$ cat src/aes256i_pkg.sv
// Shared types, constants, substitution tables and round functions for the AES-256 IGE cipher.
package aes256i_pkg;

  localparam int NUM_ROUNDS = 14;
  localparam int KEY_BITS   = 256;
  localparam int BLOCK_BITS = 128;

  typedef logic [BLOCK_BITS-1:0] block_t;
  typedef logic [KEY_BITS-1:0]   key_t;
  typedef logic [3:0]            rnd_idx_t;

  typedef struct packed {
    logic        mode;
    logic        first_block;
    logic [63:0] data_hi;
    logic [63:0] data_lo;
  } in_beat_t;

  typedef struct packed {
    logic [63:0] result_hi;
    logic [63:0] result_lo;
  } out_beat_t;

  localparam logic MODE_ENCRYPT = 1'b0;
  localparam logic MODE_DECRYPT = 1'b1;

  // Commands from the controller to the datapath.
  typedef struct packed {
    logic     key_load;
    logic     key_step;
    logic     blk_load;
    logic     round_en;
    logic     finish;
    rnd_idx_t cnt;
  } ctrl_cmd_t;

  // Status from the datapath to the controller.
  typedef struct packed {
    logic out_full;
  } dp_status_t;

  localparam logic [7:0] RCON [8] = '{8'h01, 8'h02, 8'h04, 8'h08,
                                       8'h10, 8'h20, 8'h40, 8'h80};

  localparam logic [7:0] SBOX [256] = '{
    8'h63,8'h7c,8'h77,8'h7b,8'hf2,8'h6b,8'h6f,8'hc5,8'h30,8'h01,8'h67,8'h2b,8'hfe,8'hd7,8'hab,8'h76,
    8'hca,8'h82,8'hc9,8'h7d,8'hfa,8'h59,8'h47,8'hf0,8'had,8'hd4,8'ha2,8'haf,8'h9c,8'ha4,8'h72,8'hc0,
    8'hb7,8'hfd,8'h93,8'h26,8'h36,8'h3f,8'hf7,8'hcc,8'h34,8'ha5,8'he5,8'hf1,8'h71,8'hd8,8'h31,8'h15,
    8'h04,8'hc7,8'h23,8'hc3,8'h18,8'h96,8'h05,8'h9a,8'h07,8'h12,8'h80,8'he2,8'heb,8'h27,8'hb2,8'h75,
    8'h09,8'h83,8'h2c,8'h1a,8'h1b,8'h6e,8'h5a,8'ha0,8'h52,8'h3b,8'hd6,8'hb3,8'h29,8'he3,8'h2f,8'h84,
    8'h53,8'hd1,8'h00,8'hed,8'h20,8'hfc,8'hb1,8'h5b,8'h6a,8'hcb,8'hbe,8'h39,8'h4a,8'h4c,8'h58,8'hcf,
    8'hd0,8'hef,8'haa,8'hfb,8'h43,8'h4d,8'h33,8'h85,8'h45,8'hf9,8'h02,8'h7f,8'h50,8'h3c,8'h9f,8'ha8,
    8'h51,8'ha3,8'h40,8'h8f,8'h92,8'h9d,8'h38,8'hf5,8'hbc,8'hb6,8'hda,8'h21,8'h10,8'hff,8'hf3,8'hd2,
    8'hcd,8'h0c,8'h13,8'hec,8'h5f,8'h97,8'h44,8'h17,8'hc4,8'ha7,8'h7e,8'h3d,8'h64,8'h5d,8'h19,8'h73,
    8'h60,8'h81,8'h4f,8'hdc,8'h22,8'h2a,8'h90,8'h88,8'h46,8'hee,8'hb8,8'h14,8'hde,8'h5e,8'h0b,8'hdb,
    8'he0,8'h32,8'h3a,8'h0a,8'h49,8'h06,8'h24,8'h5c,8'hc2,8'hd3,8'hac,8'h62,8'h91,8'h95,8'he4,8'h79,
    8'he7,8'hc8,8'h37,8'h6d,8'h8d,8'hd5,8'h4e,8'ha9,8'h6c,8'h56,8'hf4,8'hea,8'h65,8'h7a,8'hae,8'h08,
    8'hba,8'h78,8'h25,8'h2e,8'h1c,8'ha6,8'hb4,8'hc6,8'he8,8'hdd,8'h74,8'h1f,8'h4b,8'hbd,8'h8b,8'h8a,
    8'h70,8'h3e,8'hb5,8'h66,8'h48,8'h03,8'hf6,8'h0e,8'h61,8'h35,8'h57,8'hb9,8'h86,8'hc1,8'h1d,8'h9e,
    8'he1,8'hf8,8'h98,8'h11,8'h69,8'hd9,8'h8e,8'h94,8'h9b,8'h1e,8'h87,8'he9,8'hce,8'h55,8'h28,8'hdf,
    8'h8c,8'ha1,8'h89,8'h0d,8'hbf,8'he6,8'h42,8'h68,8'h41,8'h99,8'h2d,8'h0f,8'hb0,8'h54,8'hbb,8'h16
  };

  localparam logic [7:0] INV_SBOX [256] = '{
    8'h52,8'h09,8'h6a,8'hd5,8'h30,8'h36,8'ha5,8'h38,8'hbf,8'h40,8'ha3,8'h9e,8'h81,8'hf3,8'hd7,8'hfb,
    8'h7c,8'he3,8'h39,8'h82,8'h9b,8'h2f,8'hff,8'h87,8'h34,8'h8e,8'h43,8'h44,8'hc4,8'hde,8'he9,8'hcb,
    8'h54,8'h7b,8'h94,8'h32,8'ha6,8'hc2,8'h23,8'h3d,8'hee,8'h4c,8'h95,8'h0b,8'h42,8'hfa,8'hc3,8'h4e,
    8'h08,8'h2e,8'ha1,8'h66,8'h28,8'hd9,8'h24,8'hb2,8'h76,8'h5b,8'ha2,8'h49,8'h6d,8'h8b,8'hd1,8'h25,
    8'h72,8'hf8,8'hf6,8'h64,8'h86,8'h68,8'h98,8'h16,8'hd4,8'ha4,8'h5c,8'hcc,8'h5d,8'h65,8'hb6,8'h92,
    8'h6c,8'h70,8'h48,8'h50,8'hfd,8'hed,8'hb9,8'hda,8'h5e,8'h15,8'h46,8'h57,8'ha7,8'h8d,8'h9d,8'h84,
    8'h90,8'hd8,8'hab,8'h00,8'h8c,8'hbc,8'hd3,8'h0a,8'hf7,8'he4,8'h58,8'h05,8'hb8,8'hb3,8'h45,8'h06,
    8'hd0,8'h2c,8'h1e,8'h8f,8'hca,8'h3f,8'h0f,8'h02,8'hc1,8'haf,8'hbd,8'h03,8'h01,8'h13,8'h8a,8'h6b,
    8'h3a,8'h91,8'h11,8'h41,8'h4f,8'h67,8'hdc,8'hea,8'h97,8'hf2,8'hcf,8'hce,8'hf0,8'hb4,8'he6,8'h73,
    8'h96,8'hac,8'h74,8'h22,8'he7,8'had,8'h35,8'h85,8'he2,8'hf9,8'h37,8'he8,8'h1c,8'h75,8'hdf,8'h6e,
    8'h47,8'hf1,8'h1a,8'h71,8'h1d,8'h29,8'hc5,8'h89,8'h6f,8'hb7,8'h62,8'h0e,8'haa,8'h18,8'hbe,8'h1b,
    8'hfc,8'h56,8'h3e,8'h4b,8'hc6,8'hd2,8'h79,8'h20,8'h9a,8'hdb,8'hc0,8'hfe,8'h78,8'hcd,8'h5a,8'hf4,
    8'h1f,8'hdd,8'ha8,8'h33,8'h88,8'h07,8'hc7,8'h31,8'hb1,8'h12,8'h10,8'h59,8'h27,8'h80,8'hec,8'h5f,
    8'h60,8'h51,8'h7f,8'ha9,8'h19,8'hb5,8'h4a,8'h0d,8'h2d,8'he5,8'h7a,8'h9f,8'h93,8'hc9,8'h9c,8'hef,
    8'ha0,8'he0,8'h3b,8'h4d,8'hae,8'h2a,8'hf5,8'hb0,8'hc8,8'heb,8'hbb,8'h3c,8'h83,8'h53,8'h99,8'h61,
    8'h17,8'h2b,8'h04,8'h7e,8'hba,8'h77,8'hd6,8'h26,8'he1,8'h69,8'h14,8'h63,8'h55,8'h21,8'h0c,8'h7d
  };

  // Byte 0 of a block is its most significant byte.
  function automatic logic [7:0] get_byte(block_t s, int b);
    return s[BLOCK_BITS-1-8*b -: 8];
  endfunction

  function automatic logic [31:0] sub_word(logic [31:0] w);
    return {SBOX[w[31:24]], SBOX[w[23:16]], SBOX[w[15:8]], SBOX[w[7:0]]};
  endfunction

  function automatic block_t sub_bytes(block_t s);
    block_t t;
    for (int b = 0; b < 16; b++) t[BLOCK_BITS-1-8*b -: 8] = SBOX[get_byte(s, b)];
    return t;
  endfunction

  function automatic block_t inv_sub_bytes(block_t s);
    block_t t;
    for (int b = 0; b < 16; b++) t[BLOCK_BITS-1-8*b -: 8] = INV_SBOX[get_byte(s, b)];
    return t;
  endfunction

  function automatic block_t shift_rows(block_t s);
    block_t t;
    for (int c = 0; c < 4; c++)
      for (int r = 0; r < 4; r++)
        t[BLOCK_BITS-1-8*(r+4*c) -: 8] = get_byte(s, r + 4*((c + r) % 4));
    return t;
  endfunction

  function automatic block_t inv_shift_rows(block_t s);
    block_t t;
    for (int c = 0; c < 4; c++)
      for (int r = 0; r < 4; r++)
        t[BLOCK_BITS-1-8*(r+4*((c + r) % 4)) -: 8] = get_byte(s, r + 4*c);
    return t;
  endfunction

  function automatic logic [7:0] xtime(logic [7:0] a);
    return {a[6:0], 1'b0} ^ (a[7] ? 8'h1b : 8'h00);
  endfunction

  function automatic block_t mix_columns(block_t s);
    block_t t;
    logic [7:0] a0, a1, a2, a3;
    for (int c = 0; c < 4; c++) begin
      a0 = get_byte(s, 4*c);
      a1 = get_byte(s, 4*c+1);
      a2 = get_byte(s, 4*c+2);
      a3 = get_byte(s, 4*c+3);
      t[BLOCK_BITS-1-8*(4*c)   -: 8] = xtime(a0) ^ xtime(a1) ^ a1 ^ a2 ^ a3;
      t[BLOCK_BITS-1-8*(4*c+1) -: 8] = a0 ^ xtime(a1) ^ xtime(a2) ^ a2 ^ a3;
      t[BLOCK_BITS-1-8*(4*c+2) -: 8] = a0 ^ a1 ^ xtime(a2) ^ xtime(a3) ^ a3;
      t[BLOCK_BITS-1-8*(4*c+3) -: 8] = xtime(a0) ^ a0 ^ a1 ^ a2 ^ xtime(a3);
    end
    return t;
  endfunction

  // Products by 9, 11, 13 and 14 built from doublings.
  function automatic logic [31:0] inv_mul(logic [7:0] a);
    logic [7:0] x2, x4, x8;
    x2 = xtime(a);
    x4 = xtime(x2);
    x8 = xtime(x4);
    return {x8 ^ a, x8 ^ x2 ^ a, x8 ^ x4 ^ a, x8 ^ x4 ^ x2};
  endfunction

  function automatic block_t inv_mix_columns(block_t s);
    block_t t;
    logic [31:0] m0, m1, m2, m3;
    for (int c = 0; c < 4; c++) begin
      // Each m holds {9a, 11a, 13a, 14a}.
      m0 = inv_mul(get_byte(s, 4*c));
      m1 = inv_mul(get_byte(s, 4*c+1));
      m2 = inv_mul(get_byte(s, 4*c+2));
      m3 = inv_mul(get_byte(s, 4*c+3));
      t[BLOCK_BITS-1-8*(4*c)   -: 8] = m0[7:0]   ^ m1[23:16] ^ m2[15:8]  ^ m3[31:24];
      t[BLOCK_BITS-1-8*(4*c+1) -: 8] = m0[31:24] ^ m1[7:0]   ^ m2[23:16] ^ m3[15:8];
      t[BLOCK_BITS-1-8*(4*c+2) -: 8] = m0[15:8]  ^ m1[31:24] ^ m2[7:0]   ^ m3[23:16];
      t[BLOCK_BITS-1-8*(4*c+3) -: 8] = m0[23:16] ^ m1[15:8]  ^ m2[31:24] ^ m3[7:0];
    end
    return t;
  endfunction

endpackage

$ cat src/aes256i_ctrl.sv
// Controller state machine: key schedule sequencing, round counting and result hand-off.
module aes256i_ctrl (
  input  logic                    clk,
  input  logic                    rst_n,
  input  logic                    key_wr,
  input  logic                    in_valid,
  output logic                    in_ready,
  input  aes256i_pkg::dp_status_t status,
  output aes256i_pkg::ctrl_cmd_t  cmd
);
  import aes256i_pkg::*;

  typedef enum logic [2:0] {S_KEY_LOAD, S_KEY_STEP, S_IDLE, S_ROUND, S_FIN} state_t;

  localparam rnd_idx_t LAST_IDX   = rnd_idx_t'(NUM_ROUNDS);
  localparam rnd_idx_t FIRST_STEP = rnd_idx_t'(2);
  localparam rnd_idx_t FIRST_RND  = rnd_idx_t'(1);

  state_t   state_r, state_nxt;
  rnd_idx_t cnt_r, cnt_nxt;

  assign in_ready = (state_r == S_IDLE) && !key_wr;

  always_comb begin
    state_nxt = state_r;
    cnt_nxt   = cnt_r;
    if (key_wr) begin
      state_nxt = S_KEY_LOAD;
    end else begin
      unique case (state_r)
        S_KEY_LOAD: begin
          state_nxt = S_KEY_STEP;
          cnt_nxt   = FIRST_STEP;
        end
        S_KEY_STEP: begin
          if (cnt_r == LAST_IDX) state_nxt = S_IDLE;
          else cnt_nxt = cnt_r + 1'b1;
        end
        S_IDLE: begin
          if (in_valid) begin
            state_nxt = S_ROUND;
            cnt_nxt   = FIRST_RND;
          end
        end
        S_ROUND: begin
          if (cnt_r == LAST_IDX) state_nxt = S_FIN;
          else cnt_nxt = cnt_r + 1'b1;
        end
        S_FIN: begin
          if (!status.out_full) state_nxt = S_IDLE;
        end
        default: state_nxt = S_KEY_LOAD;
      endcase
    end
  end

  always_comb begin
    cmd.key_load = (state_r == S_KEY_LOAD);
    cmd.key_step = (state_r == S_KEY_STEP);
    cmd.blk_load = in_ready && in_valid;
    cmd.round_en = (state_r == S_ROUND);
    cmd.finish   = (state_r == S_FIN) && !status.out_full;
    cmd.cnt      = cnt_r;
  end

  always_ff @(posedge clk) begin
    if (!rst_n) begin
      state_r <= S_KEY_LOAD;
      cnt_r   <= '0;
    end else begin
      state_r <= state_nxt;
      cnt_r   <= cnt_nxt;
    end
  end

endmodule

$ cat config.mk
export PLATFORM = sky130hd
export DESIGN_NAME = aes256i_ctrl
export DESIGN_NICKNAME = d
export VERILOG_FILES = /design/src/aes256i_pkg.sv /design/src/aes256i_ctrl.sv
export SDC_FILE = /design/constraint.sdc
export NUM_CORES = 1
export LEC_CHECK = 0
export ABC_AREA = 1
export BUFFER_PORTS_ARGS = -buffer_cell sky130_fd_sc_hd__buf_2
export CAP_MARGIN = 20
export CORE_UTILIZATION = 35
export DETAILED_ROUTE_END_ITERATION = 16
export PLACE_DENSITY_LB_ADDON = 0.3
export SYNTH_ARGS = -nofsm -noshare
export SYNTH_HDL_FRONTEND = slang
export SYNTH_SLANG_ARGS = --single-unit
$ cat constraint.sdc
create_clock -name clk -period 2.85 [get_ports clk]
set_input_delay 0.1425 -clock clk [delete_from_list [all_inputs] [get_ports clk]]
set_output_delay 0.1425 -clock clk [all_outputs]
set_load 0.02 [all_outputs]
* After elaboration in Yosys (flattened, before gate mapping) *
Index checks and enable logic that the tools add are counted.

word-level totals
  flip-flop bits (word level) = 7
  input port bits = 5
  output and inout port bits = 10
  word-level logic and storage cells = 34

cells by class
  multiplexer cells = 8
  reductions and logical operators = 11
  add/subtract/negate cells = 1
  bitwise gates (word level) = 2
  eq/ne operators = 10

operators with widths
  cell                                                                     number
  3-bit one-hot mux with 5 select lines                                    1
  3-bit two-way mux                                                        4
  4-bit one-hot mux with 3 select lines                                    1
  4-bit two-way mux                                                        2
  4-bit AND reduction                                                      2
  3-bit by 2-bit equality test with 1-bit output, second input constant    2
  2-bit inequality test, second input constant                             3
  4-bit by 1-bit adder with 4-bit output, second input constant            1
  4-bit equality test, second input constant                               1
  2-bit by 1-bit inequality test with 1-bit output, second input constant  2
  2-bit OR reduction                                                       2
  3-bit by 1-bit equality test with 1-bit output, second input constant    1
  3-bit equality test, second input constant                               1
  1-bit logical AND                                                        3
  3-bit logical NOT                                                        1
  3-bit nonzero test                                                       1
  1-bit logical NOT                                                        2
  1-bit inverter                                                           2

* Depth between registers and ports, before layout *
  depth in word-level cells = 4
  gate-level depth with buffers = 8
  gate-level depth less buffers = 8

* Worst setup path after synthesis *
OpenSTA, ideal clock, no wires.

  kind = register -> register
  start = register cnt_r[0]
  end = register cnt_r[2]
  path slack = 1.521 ns
  clock period less this slack = 1.329 ns
  data arrival time = 1.212 ns
  stages on the path, launching flop included = 7
  library setup time = 0.117 ns
  data required time = 2.733 ns
  buffers on the path = 0
  cells stage by stage = dfxtp_1 -> inv_1 -> ha_1 -> nand4_1 -> nand3_2 -> o21ai_0 -> nor2_1

on the way
  cells in the longest elaborated chain, start to end = 3
  elaborated cells on any way between the ends = 6
  classes of those cells = add/sub: 1; eq/ne: 2; mux: 2; reduce/logical: 1

ends and longest elaborated chain
  element                                                                               RTL line            RTL
  start, declared                                                                       aes256i_ctrl.sv:20  rnd_idx_t cnt_r, cnt_nxt;
  start signal, assigned                                                                aes256i_ctrl.sv:72  cnt_r <= cnt_nxt;
  4-bit by 1-bit adder with 4-bit output / 4-bit equality test (equally long branches)  n/a
  4-bit two-way mux / 2-bit inequality test (equally long branches)                     n/a
  4-bit one-hot mux with 3 select lines / 4-bit AND reduction (equally long branches)   n/a

Parallel ways exist; a longest one is shown, timed or not. The select of a mux whose other input is x is not followed.
A chain may end at the register's enable or synchronous reset.

==> results.sh <==
export IMPL_outcome="finished clean"
export IMPL_wl_met2_um=415
export IMPL_drc=0
export IMPL_finalSetupTns_ps=0
export IMPL_holdPathStages=3
export IMPL_firstDrtPassIters=4
export IMPL_worst_pin_slew_ps=264
export IMPL_met1_length_um=508
export IMPL_drt_iter0_markers=9
export IMPL_fin_crit_sh_pct=49.5
export IMPL_io_buffers=14
export IMPL_dieArea_mm2=0.00146
export IMPL_crit_fanout=6
export IMPL_finalHoldViolCount=0
export IMPL_cts_max_path_buffers=2
export IMPL_die_w_um=38.2
export IMPL_async_reset_ff_share_pct=0
export IMPL_cts_sinks=7
export IMPL_fp_row_count=12
export IMPL_clkTransAtPathRegs_ps=50
export IMPL_grt_pass1_vias=403
export IMPL_yosysWarnings=0
export IMPL_vdd_drop_max_v=0.000193
export IMPL_syn_area_per_cell_um2=6.27
export IMPL_hpwl_um=790
export IMPL_p_total_w=0.000248
export IMPL_ys_types=14
export IMPL_slew_headroom_pct=82.4
export IMPL_areaGrowthSynthToFinish_pct=24.9
export IMPL_max_freq_ghz=0.709
export IMPL_vias=483
export IMPL_cts_htree_levels=1
export IMPL_grt_remaining_overflow=0
export IMPL_hold_worst_slack_ps=150
export IMPL_synthMostInstantiatedCell="nand2_1"
export IMPL_syn_area_um2=458
export IMPL_gp_congestion=0.820
export IMPL_synth_ff_latch_count=7
export IMPL_slew_violations=0
export IMPL_cts_tree="yes"
export IMPL_finalCriticalPeriod_ps=1410
export IMPL_worstSetupPathType="reg -> out"
export IMPL_synth_top_cell_area_share_pct=30.6
export IMPL_initial_utilization_pct=39.6
export IMPL_cts_buffers=3
export IMPL_cts_hold_buf=0
export IMPL_dieHeight_um=38.2
export IMPL_rsz0062_at_grt="false"
export IMPL_worstSetupEndpointType="primary output"
export IMPL_postRouteAntennaNets=0
export IMPL_cp_data_arrival_time_ps=1270
export IMPL_top_layer_used="met4"
export IMPL_fin_util_pct=49.5
export IMPL_ys_top_cells_by_count="nand2_1, nor2_1, inv_1"
export IMPL_cts_resized=0
export IMPL_drive_above_1_share_pct=27.5
export IMPL_power_density_mw_per_mm2=433
export IMPL_synth_ff_type="dfxtp_1"
export IMPL_r2r_cells=6
export IMPL_synth_area_leaders="dfxtp_1, nand2_1, nor2_1"
export IMPL_syn_num_nets=80
export IMPL_cts_setup_buffers=0
export IMPL_finalWirelength_um=988
export IMPL_insertion_delay_ps=250
export IMPL_dr_wl_met3_um=53
export IMPL_grt_pass1_wl_um=1690
export IMPL_core_mm2=0.00116
export IMPL_cts_root_buf="clkbuf_4"
export IMPL_hold_class="in -> reg"
export IMPL_track_usage_pct=17.2
export IMPL_final_nets=99
export IMPL_setup_viol=0
export IMPL_required_ps=2710
export IMPL_seq_area_frac_synth_pct=30.6
export IMPL_syn_inst=73
export IMPL_num_io_pins=15
export IMPL_wl_per_cell_um=9.41
export IMPL_grt_max_degree=8
export IMPL_antenna_cells=0
export IMPL_worstSetupStartpointType="flip-flop"
export IMPL_yosysTopAreaCell="dfxtp_1"
export IMPL_leakage_nw=0.299
export IMPL_viasPerCell=4.60
export IMPL_maxCapViolations=0
export IMPL_clock_skew_ps=1.75
export IMPL_synth_edf_count=0
export IMPL_antenna_found_initial=0
-- per-stage QoR --
step | cells | area [um2] | worst slack, ps
after floorplan | 73 | 458 | 1520
after global placement | 101 | 546 | 1600
after detailed placement | 101 | 546 | 1550
after CTS | 105 | 572 | 1440
after global routing | 105 | 572 | 1320
final | 105 | 572 | 1440
-- kinds of logic after synthesis --
logic type               after synthesis  synth area share [%]
AO/OA/AOI/OAI                          8                  8.74
AND/OR/NAND/NOR                       45                  46.2
buffers and inverters                 11                  9.02
flip-flops                             7                  30.6
adder cells (fa/ha/maj)                2                  5.46
-- routing by layer --
metal	global-route usage (%)	vias to the layer above
li1	-	270
met1	25.9	197
met2	20.3	14
met3	3.49	2
met4	13.4	0
met5	0	-
-- placed cells by master, fill, tap and decap left out --
| master | n |
|---|---|
| a21oi_1 | 6 |
| nand2_2 | 1 |
| nor2_2 | 4 |
| nand2_1 | 15 |
| dfxtp_1 | 7 |
| inv_1 | 11 |
| nand3_1 | 5 |
| o21ai_0 | 2 |
| ha_1 | 2 |
| buf_2 | 14 |
| or2_2 | 1 |
| nor3_1 | 3 |
| clkbuf_1 | 1 |
| nor2_1 | 12 |
| clkbuf_4 | 3 |
| nand3_2 | 2 |
| nand4_1 | 2 |
-- final cells by class --
cell class	instances	area (um2)
fill	128	584
multi-input combinational	55	277
sequential	7	140
timing repair buffer	14	70.1
inverter	11	41.3
clock buffer	4	26.3
tap	14	17.5
-- report_power, final --
| group | total, W | internal (W) | leakage, nW | switching (W) |
|---|---|---|---|---|
| logic | 0.0000489 | 0.0000183 | 0.227 | 0.0000305 |
| registers | 0.000109 | 0.000102 | 0.0572 | 0.00000639 |
| clock network | 0.0000898 | 0.0000534 | 0.0150 | 0.0000364 |
| total | 0.000248 | 0.000174 | 0.299 | 0.0000733 |
-- final timing paths --
kind | start | to | slack, ps
hold / removal | rst_n | cnt_r[3]$_SDFFE_PN0P_ | 150
setup reg to reg | cnt_r[0]$_SDFFE_PN0P_ | cnt_r[2]$_SDFFE_PN0P_ | 1540
setup / recovery | state_r[0]$_SDFFE_PP0P_ | cmd[6] | 1440
hold reg to reg | cnt_r[0]$_SDFFE_PN0P_ | cnt_r[0]$_SDFFE_PN0P_ | 550
-- sequential cells by signal, indices dropped and copies added, names as in the netlist --
name and flops:
state_r 3, cnt_r 4
-- worst max-delay path, cell delays in order (launching register included) --
cell     delay, ps
dfxtp_1        370
nor2_2         190
nand2_1        140
nor3_1         140
buf_2          180
Power figures use the tool's default switching activity.
